`src/rtl/core/sahw_pkg.sv`:
```
package sahw_pkg;

	localparam logic OP_ALLOC = 1'b0;
	localparam logic OP_FREE  = 1'b1;

	localparam logic [1:0] STATUS_OK   = 2'd0;
	localparam logic [1:0] STATUS_FULL = 2'd1;
	localparam logic [1:0] STATUS_FREE = 2'd2;

	localparam int SLOT_W  = 5;
	localparam int COUNT_W = 6;
	localparam int LIMIT_W = 6;

	localparam logic [LIMIT_W-1:0] CROWD_LIMIT_RESET = 6'd27;

	// controller to datapath
	typedef struct packed {
		logic take;          // latch the requested slot
		logic ptr_zero;      // restart the scan pointer at slot 0
		logic ptr_inc;
		logic ptr_dec;
		logic ptr_below;     // pointer to the slot under the requested one
		logic rd_en;
		logic rd_req;        // read at the requested slot rather than the pointer
		logic clr_wr;        // clearing pass write
		logic alloc_commit;  // take the slot under the tag
		logic full_set;
		logic bad_set;
		logic free_commit;   // release the requested slot
		logic high_from_tag;
		logic high_zero;
		logic out_load;
	} sahw_cmd_t;

	// datapath to controller
	typedef struct packed {
		logic rdata;         // occupancy bit of the slot under the tag
		logic ptr_ok;        // pointer names a real slot
		logic ptr_last;
		logic tag_first;
		logic tag_last;
		logic req_ok;        // requested slot exists
		logic high_at_req;   // requested slot is the topmost occupied one
	} sahw_sts_t;

endpackage

```
`src/rtl/core/sahw_ram.sv`:
```
module sahw_ram #(
	parameter int WIDTH = 1,
	parameter int DEPTH = 32
) (
	input  logic                     clk,
	input  logic                     we,
	input  logic [$clog2(DEPTH)-1:0] waddr,
	input  logic [WIDTH-1:0]         wdata,
	input  logic                     re,
	input  logic [$clog2(DEPTH)-1:0] raddr,
	output logic [WIDTH-1:0]         rdata
);

	logic [WIDTH-1:0] mem [DEPTH];

	always_ff @(posedge clk) begin
		if (we) begin
			mem[waddr] <= wdata;
		end
		if (re) begin
			rdata <= mem[raddr];
		end
	end

endmodule

```
`src/rtl/core/sahw_dpath.sv`:
```
module sahw_dpath
	import sahw_pkg::*;
#(
	parameter int SLOTS = 32
) (
	input  logic               clk,
	input  logic               arst_n,
	input  sahw_cmd_t          cmd,
	output sahw_sts_t          sts,
	input  logic [SLOT_W-1:0]  slot,
	input  logic               cfg_we,
	input  logic [LIMIT_W-1:0] cfg_data,
	output logic [1:0]         status,
	output logic [SLOT_W-1:0]  slot_index,
	output logic [COUNT_W-1:0] online_count,
	output logic [COUNT_W-1:0] high_mark,
	output logic               crowded
);

	localparam int AW = $clog2(SLOTS);
	localparam int PW = AW + 1;
	localparam int CW = $clog2(SLOTS + 1);

	logic [PW-1:0]      ptr_q;
	logic [AW-1:0]      tag_q;
	logic [SLOT_W-1:0]  req_q;
	logic [CW-1:0]      online_q;
	logic [CW-1:0]      high_q;
	logic [LIMIT_W-1:0] crowd_q;
	logic [1:0]         res_status_q;
	logic [SLOT_W-1:0]  res_idx_q;

	logic          mem_we;
	logic [AW-1:0] mem_waddr;
	logic          mem_wdata;
	logic [AW-1:0] mem_raddr;
	logic          mem_rdata;

	sahw_ram #(
		.WIDTH(1),
		.DEPTH(SLOTS)
	) u_occ (
		.clk   (clk),
		.we    (mem_we),
		.waddr (mem_waddr),
		.wdata (mem_wdata),
		.re    (cmd.rd_en),
		.raddr (mem_raddr),
		.rdata (mem_rdata)
	);

	always_comb begin
		mem_we    = cmd.clr_wr | cmd.alloc_commit | cmd.free_commit;
		mem_wdata = cmd.alloc_commit;
		priority if (cmd.clr_wr) begin
			mem_waddr = ptr_q[AW-1:0];
		end else if (cmd.alloc_commit) begin
			mem_waddr = tag_q;
		end else begin
			mem_waddr = AW'(req_q);
		end
		mem_raddr = cmd.rd_req ? AW'(req_q) : ptr_q[AW-1:0];
	end

	always_comb begin
		sts.rdata       = mem_rdata;
		sts.ptr_ok      = 32'(ptr_q) < SLOTS;
		sts.ptr_last    = ptr_q == PW'(SLOTS - 1);
		sts.tag_first   = tag_q == '0;
		sts.tag_last    = tag_q == AW'(SLOTS - 1);
		sts.req_ok      = 32'(req_q) < SLOTS;
		sts.high_at_req = 32'(high_q) == 32'(req_q) + 32'd1;
	end

	// scan pointer and counters
	always_ff @(posedge clk or negedge arst_n) begin
		if (!arst_n) begin
			ptr_q    <= '0;
			online_q <= '0;
			high_q   <= '0;
			crowd_q  <= CROWD_LIMIT_RESET;
		end else begin
			priority if (cmd.ptr_zero) begin
				ptr_q <= '0;
			end else if (cmd.ptr_below) begin
				ptr_q <= PW'(32'(req_q) - 32'd1);
			end else if (cmd.ptr_inc) begin
				ptr_q <= ptr_q + PW'(1);
			end else if (cmd.ptr_dec) begin
				ptr_q <= ptr_q - PW'(1);
			end else begin
				ptr_q <= ptr_q;
			end
			if (cmd.alloc_commit) begin
				online_q <= online_q + CW'(1);
			end else if (cmd.free_commit) begin
				if (online_q != '0) begin
					online_q <= online_q - CW'(1);
				end
			end
			priority if (cmd.high_from_tag) begin
				high_q <= CW'(32'(tag_q) + 32'd1);
			end else if (cmd.high_zero) begin
				high_q <= '0;
			end else if (cmd.alloc_commit && (32'(tag_q) + 32'd1 > 32'(high_q))) begin
				high_q <= CW'(32'(tag_q) + 32'd1);
			end else begin
				high_q <= high_q;
			end
			if (cfg_we) begin
				crowd_q <= cfg_data;
			end
		end
	end

	always_ff @(posedge clk) begin
		if (cmd.rd_en) begin
			tag_q <= mem_raddr;
		end
		if (cmd.take) begin
			req_q <= slot;
		end
		priority if (cmd.alloc_commit) begin
			res_status_q <= STATUS_OK;
			res_idx_q    <= SLOT_W'(tag_q);
		end else if (cmd.full_set) begin
			res_status_q <= STATUS_FULL;
			res_idx_q    <= '0;
		end else if (cmd.bad_set) begin
			res_status_q <= STATUS_FREE;
			res_idx_q    <= req_q;
		end else if (cmd.free_commit) begin
			res_status_q <= STATUS_OK;
			res_idx_q    <= req_q;
		end else begin
			res_status_q <= res_status_q;
			res_idx_q    <= res_idx_q;
		end
		if (cmd.out_load) begin
			status       <= res_status_q;
			slot_index   <= res_idx_q;
			online_count <= COUNT_W'(online_q);
			high_mark    <= COUNT_W'(high_q);
			crowded      <= 32'(online_q) > 32'(crowd_q);
		end
	end

endmodule

```
`src/rtl/core/sahw_ctrl.sv`:
```
module sahw_ctrl
	import sahw_pkg::*;
(
	input  logic      clk,
	input  logic      arst_n,
	input  logic      in_valid,
	output logic      in_ready,
	input  logic      operation,
	output logic      out_valid,
	input  logic      out_ready,
	input  sahw_sts_t sts,
	output sahw_cmd_t cmd
);

	localparam logic [2:0] ST_CLEAR = 3'd0;
	localparam logic [2:0] ST_IDLE  = 3'd1;
	localparam logic [2:0] ST_ASCAN = 3'd2;
	localparam logic [2:0] ST_FRD   = 3'd3;
	localparam logic [2:0] ST_FCHK  = 3'd4;
	localparam logic [2:0] ST_HSCAN = 3'd5;
	localparam logic [2:0] ST_EMIT  = 3'd6;

	logic [2:0] state_q, state_d;
	logic       rdv_q, rdv_d;
	logic       out_valid_q;

	always_comb begin
		cmd      = '0;
		state_d  = state_q;
		rdv_d    = 1'b0;
		in_ready = 1'b0;
		unique case (state_q)
			ST_CLEAR: begin
				cmd.clr_wr  = 1'b1;
				cmd.ptr_inc = 1'b1;
				if (sts.ptr_last) begin
					state_d = ST_IDLE;
				end
			end
			ST_IDLE: begin
				in_ready = 1'b1;
				if (in_valid) begin
					cmd.take     = 1'b1;
					cmd.ptr_zero = 1'b1;
					state_d      = (operation == OP_ALLOC) ? ST_ASCAN : ST_FRD;
				end
			end
			ST_ASCAN: begin
				cmd.rd_en   = sts.ptr_ok;
				cmd.ptr_inc = sts.ptr_ok;
				rdv_d       = sts.ptr_ok;
				priority if (rdv_q && !sts.rdata) begin
					cmd.alloc_commit = 1'b1;
					state_d          = ST_EMIT;
				end else if (rdv_q && sts.tag_last) begin
					cmd.full_set = 1'b1;
					state_d      = ST_EMIT;
				end else begin
					state_d = state_q;
				end
			end
			ST_FRD: begin
				if (!sts.req_ok) begin
					cmd.bad_set = 1'b1;
					state_d     = ST_EMIT;
				end else begin
					cmd.rd_en  = 1'b1;
					cmd.rd_req = 1'b1;
					state_d    = ST_FCHK;
				end
			end
			ST_FCHK: begin
				if (!sts.rdata) begin
					cmd.bad_set = 1'b1;
					state_d     = ST_EMIT;
				end else begin
					cmd.free_commit = 1'b1;
					if (sts.high_at_req) begin
						cmd.ptr_below = 1'b1;
						state_d       = ST_HSCAN;
					end else begin
						state_d = ST_EMIT;
					end
				end
			end
			ST_HSCAN: begin
				cmd.rd_en   = sts.ptr_ok;
				cmd.ptr_dec = sts.ptr_ok;
				rdv_d       = sts.ptr_ok;
				priority if (rdv_q && sts.rdata) begin
					cmd.high_from_tag = 1'b1;
					state_d           = ST_EMIT;
				end else if ((rdv_q && sts.tag_first) || (!rdv_q && !sts.ptr_ok)) begin
					cmd.high_zero = 1'b1;
					state_d       = ST_EMIT;
				end else begin
					state_d = state_q;
				end
			end
			ST_EMIT: begin
				if (!out_valid_q || out_ready) begin
					cmd.out_load = 1'b1;
					state_d      = ST_IDLE;
				end
			end
			default: begin
				state_d = ST_IDLE;
			end
		endcase
	end

	always_ff @(posedge clk or negedge arst_n) begin
		if (!arst_n) begin
			state_q     <= ST_CLEAR;
			rdv_q       <= 1'b0;
			out_valid_q <= 1'b0;
		end else begin
			state_q <= state_d;
			rdv_q   <= rdv_d;
			if (cmd.out_load) begin
				out_valid_q <= 1'b1;
			end else if (out_ready) begin
				out_valid_q <= 1'b0;
			end
		end
	end

	assign out_valid = out_valid_q;

endmodule

```
`src/rtl/core/slot_allocator_high_water_core.sv`:
```
// Channel   Handshake             Payload
// -------   -------------------   ---------------------------------------------------
// in        in_valid / in_ready   operation, slot
// out       out_valid / out_ready status, slot_index, online_count, high_mark, crowded
// cfg       cfg_we (no wait)      cfg_data -> crowd limit
//
// One item at a time. An allocate scans up from slot 0 and returns its result once it
// finds a free slot or has read the last one. A free reads the requested slot; releasing the
// topmost occupied slot adds a walk down, slot by slot, to the new mark.
// The occupancy RAM has one read port, so every scan visits one slot per cycle.
// After reset a clearing pass over every slot empties the RAM; in_ready stays low.
// A finished result waits in the output register; the next one holds until out_ready.
module slot_allocator_high_water_core
	import sahw_pkg::*;
#(
	parameter int SLOTS = 32
) (
	input  logic               clk,
	input  logic               arst_n,
	input  logic               in_valid,
	output logic               in_ready,
	input  logic               operation,
	input  logic [SLOT_W-1:0]  slot,
	output logic               out_valid,
	input  logic               out_ready,
	output logic [1:0]         status,
	output logic [SLOT_W-1:0]  slot_index,
	output logic [COUNT_W-1:0] online_count,
	output logic [COUNT_W-1:0] high_mark,
	output logic               crowded,
	input  logic               cfg_we,
	input  logic [LIMIT_W-1:0] cfg_data
);

	sahw_cmd_t cmd;
	sahw_sts_t sts;

	// sequencer: clearing pass, request decode, scan control, result hand-off
	sahw_ctrl u_ctrl (
		.clk       (clk),
		.arst_n    (arst_n),
		.in_valid  (in_valid),
		.in_ready  (in_ready),
		.operation (operation),
		.out_valid (out_valid),
		.out_ready (out_ready),
		.sts       (sts),
		.cmd       (cmd)
	);

	// occupancy RAM, scan pointer, online count, high-water mark, output register
	sahw_dpath #(
		.SLOTS(SLOTS)
	) u_dpath (
		.clk          (clk),
		.arst_n       (arst_n),
		.cmd          (cmd),
		.sts          (sts),
		.slot         (slot),
		.cfg_we       (cfg_we),
		.cfg_data     (cfg_data),
		.status       (status),
		.slot_index   (slot_index),
		.online_count (online_count),
		.high_mark    (high_mark),
		.crowded      (crowded)
	);

endmodule

```
`config.mk`:
```
export PLATFORM = sky130hd
export DESIGN_NAME = slot_allocator_high_water_core
export DESIGN_NICKNAME = d
export VERILOG_FILES = /design/src/rtl/core/sahw_pkg.sv /design/src/rtl/core/sahw_ram.sv /design/src/rtl/core/sahw_dpath.sv /design/src/rtl/core/sahw_ctrl.sv /design/src/rtl/core/slot_allocator_high_water_core.sv
export SDC_FILE = /design/constraint.sdc
export NUM_CORES = 1
export LEC_CHECK = 0
export BUFFER_PORTS_ARGS = -buffer_cell sky130_fd_sc_hd__clkbuf_2
export CAP_MARGIN = 20
export CORE_UTILIZATION = 29
export DETAILED_ROUTE_END_ITERATION = 8
export PLACE_DENSITY = 0.41
export RECOVER_POWER = 50
export REMOVE_ABC_BUFFERS = 1
export SETUP_SLACK_MARGIN = 0.3
export SLEW_MARGIN = 20
export SYNTH_ARGS = -nofsm -noshare
export SYNTH_HDL_FRONTEND = slang
export SYNTH_SLANG_ARGS = --single-unit
```
`constraint.sdc`:
```
create_clock -name clk -period 4.15 [get_ports clk]
set_input_delay 0.415 -clock clk [delete_from_list [all_inputs] [get_ports clk]]
set_output_delay 0.415 -clock clk [all_outputs]
set_load 0.01 [all_outputs]
```
==> results of run 1 <==
logic make-up (layout without fill, tap and decap cells):
kind of cell             after synthesis  after routing  share of synthesized area (%)
adder cells (fa/ha/maj)               27             27                           6.50
buffers and inverters                 56             93                           4.29
multiplexers                          27             27                           6.82
AND/OR/NAND/NOR                      181            181                           16.1
XOR/XNOR                              18             18                           2.90
flip-flops                            99             99                           51.8
AO/OA/AOI/OAI                         95             95                           11.6
worst min path at each step:
stage / start / endpoint / slack, ns / cells past startpoint
6_report: slot[4] / u_dpath.req_q[4] / 0.24 / 1
5_1_grt: slot[4] / u_dpath.req_q[4] / 0.22 / 1
4_1_cts: arst_n / u_dpath.crowd_q[2] / 0.14 / 1
3_5_place_dp: u_dpath.res_idx_q[0] / u_dpath.slot_index[0] / 0.41 / 0
3_3_place_gp: u_dpath.res_idx_q[2] / u_dpath.slot_index[2] / 0.41 / 0
2_1_floorplan: arst_n / u_ctrl.out_valid / 0.12 / 0
cell type report:
| cell class | instances | share of cell area [%] |
|---|---|---|
| clock inverter | 7 | 0.967 |
| multi-input combinational | 348 | 39.1 |
| timing repair buffer | 43 | 3.15 |
| clock buffer | 9 | 3.71 |
| sequential | 99 | 46.3 |
| inverter | 34 | 2.10 |
| tap | 229 | 4.71 |
power breakdown:
group / switching [W] / internal (W) / leakage (nW)
Clock: 0.000399 / 0.000417 / 0.139
Sequential: 0.000339 / 0.00135 / 1.01
Combinational: 0.00112 / 0.000816 / 1.19
Total: 0.00185 / 0.00258 / 2.35
critical path: stages, from the launching register on:
cell,delay [ns]
dfrtp_1,0.71
and3b_1,0.57
mux2i_2,0.26
clkbuf_1,0.56
mux4_2,0.58
and2_1,0.16
o31ai_1,0.24
a31oi_1,0.06
layout by cell type (no fill, tap or decap), types with 3 or more instances in the layout:
master     instances
edfxtp_1          68
nor2_1            61
nand2_1           52
inv_1             32
ha_1              25
clkbuf_1          25
dfrtp_1           25
o21ai_0           22
a21oi_1           16
clkbuf_2          15
mux2i_1           12
nand3_1           11
nand2b_1          10
xnor2_1            9
xor2_1             9
nor3_1             9
clkbuf_16          9
nor2b_1            8
a31oi_1            8
mux4_2             7
mux2_2             6
a21o_1             6
o21ai_1            5
and2_1             5
o22ai_1            4
and3_1             3
nor3b_1            3
a211oi_1           3
o221ai_1           3
nand4_1            3
o21a_1             3
a221o_1            3
inv_6              3
buf_4              3
dfstp_2            3
state kept, by name (all words and copies together), names as in the netlist, 2 cells and up:
| signal | cells |
|---|---|
| u_dpath.online_count | 6 |
| u_dpath.high_q | 6 |
| u_dpath.ptr_q | 6 |
| u_dpath.req_q | 5 |
| u_dpath.high_mark | 6 |
| u_ctrl.state_q | 3 |
| u_dpath.tag_q | 5 |
| u_dpath.status | 2 |
| u_dpath.res_idx_q | 5 |
| u_dpath.slot_index | 5 |
| u_dpath.online_q | 6 |
| u_dpath.u_occ.mem | 32 |
| u_dpath.res_status_q | 2 |
| u_dpath.crowd_q | 6 |
layer usage:
layer / track usage, % / wire (µm) / up-vias
met3: 3.28 / 482 / 17
li1: - / - / 1872
met2: 24.4 / 6290 / 61
met1: 18.3 / 5960 / 1840
met4: 4.97 / 211 / 0
met5: 0 / 0 / -
metrics by stage:
step / hold WS, ns / area [µm²] / worst slack [ns] / total power, W
final: 0.235 / 6080 / 0.742 / 0.00444
after global routing: 0.219 / 6080 / 0.362 / 0.00482
after CTS: 0.144 / 6120 / 1.05 / 0.00452
after detailed placement: 0.408 / 5840 / 1.09 / 0.00368
after global placement: 0.410 / 5840 / 1.16 / 0.00366
after floorplan: 0.119 / 5330 / 1.12 / 0.00306
==> results.json, run 1 <==
{
  "outcome": "finished, violations left",
  "violations": "design-rule violations, max-capacitance violations, max-slew violations",
  "path_max_fanout": 20,
  "hp-class": "in -> reg",
  "start_util_pct": 29.9,
  "drt_first_pass_iters": 7,
  "gp_congestion": 0.778,
  "cts_tree": "built",
  "regArea_um2": 2810,
  "r2r_cells": 7,
  "rows": 49,
  "cp_data_required_time_ns": 4.25,
  "instances_no_fill": 769,
  "rsz0062_at_grt": "false",
  "worstSetupPathType": "reg -> reg",
  "antenna-diode-count": 0,
  "tightest_slew_ns": 1.65,
  "via_per_inst": 4.93,
  "grt_pass1_wl_um": 21400,
  "via_count": 3790,
  "cts_num_sinks": 99,
  "cts-root-buf": "clkbuf_16",
  "cp-endpoint": "u_dpath.u_occ.rdata",
  "end_kind": "flip-flop",
  "post-route-drc-count": 2,
  "hpwl_um": 9580,
  "yosys-top-cells-area": "edfxtp_1, dfrtp_1, ha_1",
  "fin_crit_ns": 3.41,
  "fmax_mhz": 293,
  "fp.dieH_um": 139,
  "worstPathArrival_ns": 3.51,
  "drt-total-wl_um": 12900,
  "fin_skew_ns": 0.00952,
  "ant_nets": 0,
  "cts_max_level": 3,
  "hold_viol_final": 0,
  "yosysWarnings": 0,
  "setup_violations": 0,
  "p_per_area_nw_per_um2": 730,
  "reg2reg_from": "u_ctrl.state_q[1]",
  "core_um2": 18100,
  "synthCells": 503,
  "hold_buffers": 0,
  "slew_viol_final": 30,
  "synth_commonest_cells": "edfxtp_1, nor2_1, nand2_1",
  "antenna_found_initial": 0,
  "r2r_end": "u_dpath.u_occ.rdata",
  "clk_latency_ns": 0.36,
  "fp.dieW_um": 139,
  "start_kind": "flip-flop",
  "r2r_slack_ns": 0.74,
  "slew_headroom_pct": -10.2,
  "synth_cell_types": 74,
  "ys_async_sr_fraction_pct": 29.3,
  "fin_nets": 579,
  "clk_pin_slew_ns": 0.07,
  "cts_resized": 0,
  "track_usage_pct": 14.5,
  "first_iter_violations": 219,
  "overflow": 0,
  "synth_most_common_cell": "edfxtp_1",
  "fin_util_pct": 33.5,
  "ys.flop_type": "edfxtp_1",
  "ys_seq_elements": 99,
  "dieArea_um2": 19300,
  "vdd_drop_max_mv": 0.249,
  "syn_area_um2": 5430,
  "drive_gt1_share_pct": 11.1,
  "post_cts_buffers": 0,
  "grt_max_degree": 33,
  "fillers": 1847,
  "grt_pass1_vias": 3933,
  "portBuffers": 38,
  "multiInputGateArea_um2": 2380,
  "wl_per_cell_um": 16.8,
  "numCtsBuffers": 9,
  "drv_cap": 1,
  "cts_buffer_depth": 2,
  "yosys.area.top_type": "edfxtp_1",
  "synth_edf_count": 68,
  "tns_ns": 0,
  "p_leak_nw": 2.35,
  "post-route-period-util_pct": 82.1,
  "yosysTopAreaCellShare_pct": 37.6,
  "dp_cells": 753,
  "areaGrowthSynthToFinish_pct": 11.9,
  "seq_area_frac_synth_pct": 51.8,
  "crit_start": "u_ctrl.state_q[1]",
  "pin_count": 39,
  "synth_area_per_cell_um2": 10.8
}
Note: power is estimated with default switching activity, not from simulation.
==> run 2: changes to the inputs <==
--- a/config.mk
+++ b/config.mk
@@ -5,6 +5,7 @@
 export SDC_FILE = /design/constraint.sdc
 export NUM_CORES = 1
 export LEC_CHECK = 0
+export ABC_AREA = 1
 export BUFFER_PORTS_ARGS = -buffer_cell sky130_fd_sc_hd__clkbuf_2
 export CAP_MARGIN = 20
 export CORE_UTILIZATION = 29
==> constraint.sdc (replaced) <==
create_clock -name clk -period 3.41 [get_ports clk]
set_input_delay 0.341 -clock clk [delete_from_list [all_inputs] [get_ports clk]]
set_output_delay 0.341 -clock clk [all_outputs]
set_load 0.01 [all_outputs]
==> results.json, run 2 <==
{
  "outcome": "finished, violations left",
  "violations": "max-capacitance violations, max-slew violations",
  "synth_cell_types": 45,
  "start_kind": "flip-flop",
  "ys_seq_elements": 99,
  "final_cell_mix": "nand2_1, inv_1, edfxtp_1",
  "min_to": "u_dpath.req_q[3]",
  "crit_buf_inv": 1,
  "post_cts_buffers": 0,
  "p_leak_nw": 2.76,
  "cts_buffer_depth": 2,
  "synth-simple-area-share_pct": 25.6,
  "start_util_pct": 29.7,
  "seq_area_frac_synth_pct": 50.5,
  "hold_buffers": 0,
  "gp_congestion": 0.813,
  "regArea_um2": 2810,
  "via_count": 4203,
  "fin_util_pct": 33.3,
  "track_usage_pct": 14.8,
  "dieArea_um2": 19700,
  "core_um2": 18800,
  "largest-register": "u_dpath.u_occ.mem",
  "hpwl_um": 10500,
  "drt_first_pass_iters": 4,
  "cts_resized": 0,
  "grt_pass1_wl_um": 22300,
  "synth_edf_count": 68,
  "yosys.area.top_type": "edfxtp_1",
  "cpMostUsedCell": "nand2_1",
  "worstPathArrival_ns": 2.95,
  "synthXorXnorAreaFrac_pct": 1.87,
  "rsz0062_at_grt": "false",
  "fp.dieW_um": 141,
  "mostFrequentLayoutCell": "nand2_1",
  "cts_tree": "built",
  "antenna-diode-count": 0,
  "drive_gt1_share_pct": 11.8,
  "synthAdderAreaFrac_pct": 6.34,
  "grt_pass1_vias": 4108,
  "whs_ns": 0.168,
  "yosysWarnings": 0,
  "vdd_drop_max_mv": 0.310,
  "yosys-top-cells-area": "edfxtp_1, dfrtp_1, nand2_1",
  "fillers": 1986,
  "r2r_slack_ns": 0.70,
  "syn_area_um2": 5570,
  "yosysTopAreaCellShare_pct": 36.7,
  "overflow": 0,
  "fmax_mhz": 369,
  "clk_pin_slew_ns": 0.07,
  "tns_ns": 0,
  "cp_data_required_time_ns": 3.65,
  "worstSetupPathType": "reg -> reg",
  "routed.top_layer": "met4",
  "synth_area_per_cell_um2": 8.89,
  "critical-path-slowest-cell": "dfrtp_1",
  "crit_family": "simple AND/OR/NAND/NOR gates",
  "first_iter_violations": 173,
  "cts-root-buf": "clkbuf_16",
  "synth_top_family_by_area": "simple AND/OR/NAND/NOR gates",
  "post-route-period-util_pct": 79.5,
  "pin_count": 39,
  "wl_per_cell_um": 15.1,
  "synth_commonest_cells": "nand2_1, inv_1, edfxtp_1",
  "multiInputGateArea_um2": 2300,
  "reg2reg_from": "u_ctrl.state_q[0]",
  "drv_cap": 1,
  "p_per_area_nw_per_um2": 911,
  "holdPathStages": 1,
  "min-delay-start": "slot[3]",
  "post-route-drc-count": 0,
  "max_stage_delay_ns": 0.51,
  "r2r_cells": 13,
  "path_max_fanout": 13,
  "synthCells": 626,
  "hold_viol_final": 0,
  "r2r_end": "u_dpath.online_q[5]",
  "synth_compound_area_share_pct": 7.60,
  "ant_nets": 0,
  "cts_num_sinks": 99,
  "areaGrowthSynthToFinish_pct": 12.3,
  "wl_met1_um": 6490,
  "slew_headroom_pct": -13.5,
  "antenna_found_initial": 0,
  "numCtsBuffers": 9,
  "portBuffers": 38,
  "end_kind": "flip-flop",
  "fin_crit_ns": 2.71,
  "fp.dieH_um": 141,
  "via_per_inst": 4.62,
  "pre_cts_ws_ns": 0.926,
  "layout_setup_ws_ns": 0.700,
  "wl_met2_um": 6470,
  "synth_most_common_cell": "nand2_1",
  "slew_viol_final": 30,
  "ys_async_sr_fraction_pct": 29.3,
  "fin_nets": 715,
  "largest_register_ffs": 32,
  "setup_violations": 0,
  "wl_met3_um": 488,
  "cts_max_level": 3,
  "crit_chain": "nor2_1, nand2_1, nor2_1, inv_2, ha_1, a21oi_1, nand2_1, nand2_1, nand2_1, a21oi_1, nand3_1, o211ai_1, nand2_1",
  "ys.flop_type": "edfxtp_1",
  "fin_skew_ns": 0.0122,
  "synth_mux_area_share_pct": 0.202,
  "drt-total-wl_um": 13700,
  "tightest_slew_ns": 1.70,
  "hp-class": "in -> reg",
  "rows": 50,
  "grt_max_degree": 30,
  "clk_latency_ns": 0.35
}
## run 2: metal layers
layer	up-vias	track usage, %
li1	2149	-
met1	1954	19.5
met2	82	24.7
met3	18	2.53
met4	0	4.98
met5	-	0
## run 2: report_power, final
| group | total (W) | switching (W) | internal [W] |
|---|---|---|---|
| clock | 0.000996 | 0.000455 | 0.000541 |
| combinational | 0.00274 | 0.00181 | 0.000929 |
| sequential | 0.00196 | 0.000323 | 0.00163 |
| total | 0.00569 | 0.00259 | 0.00310 |
## run 2: cells by family after synthesis
group / count (synthesis)
muxes: 1
adders and majority gates: 27
DFF: 99
xor gates and xnor gates: 11
AOI/OAI and AO/OA: 69
buffers and inverters: 105
and+or+nand+nor: 314
## run 2: layout make-up
type | count | area share (%)
flip-flops and latches | 99 | 45.0
multi-input cells | 422 | 36.8
inverters | 96 | 5.76
well taps | 234 | 4.68
clock buffers | 11 | 4.06
repair buffers | 43 | 3.16
clock inverters | 5 | 0.560
## run 2: worst max-delay path by stage
| stage | from | end | slack [ns] | cells past startpoint |
|---|---|---|---|---|
| after global routing | u_ctrl.state_q[0] | u_dpath.online_q[5] | 0.37 | 14 |
| final | u_ctrl.state_q[0] | u_dpath.online_q[5] | 0.70 | 13 |
| after floorplan | u_ctrl.state_q[0] | u_dpath.online_q[5] | 0.71 | 13 |
| after global placement | u_ctrl.state_q[1] | u_dpath.ptr_q[4] | 0.94 | 12 |
| after CTS | u_ctrl.state_q[0] | u_dpath.online_q[5] | 0.88 | 13 |
| after detailed placement | u_ctrl.state_q[1] | u_dpath.ptr_q[4] | 0.93 | 12 |
## run 2: through the flow
| step | std cells | power [W] | area, µm² |
|---|---|---|---|
| 2_1_floorplan | 617 | 0.00393 | 5490 |
| 3_3_place_gp | 894 | 0.00474 | 6010 |
| 3_5_place_dp | 894 | 0.00476 | 6010 |
| 4_1_cts | 910 | 0.00579 | 6300 |
| 5_1_grt | 910 | 0.00619 | 6250 |
| 6_report | 910 | 0.00569 | 6250 |
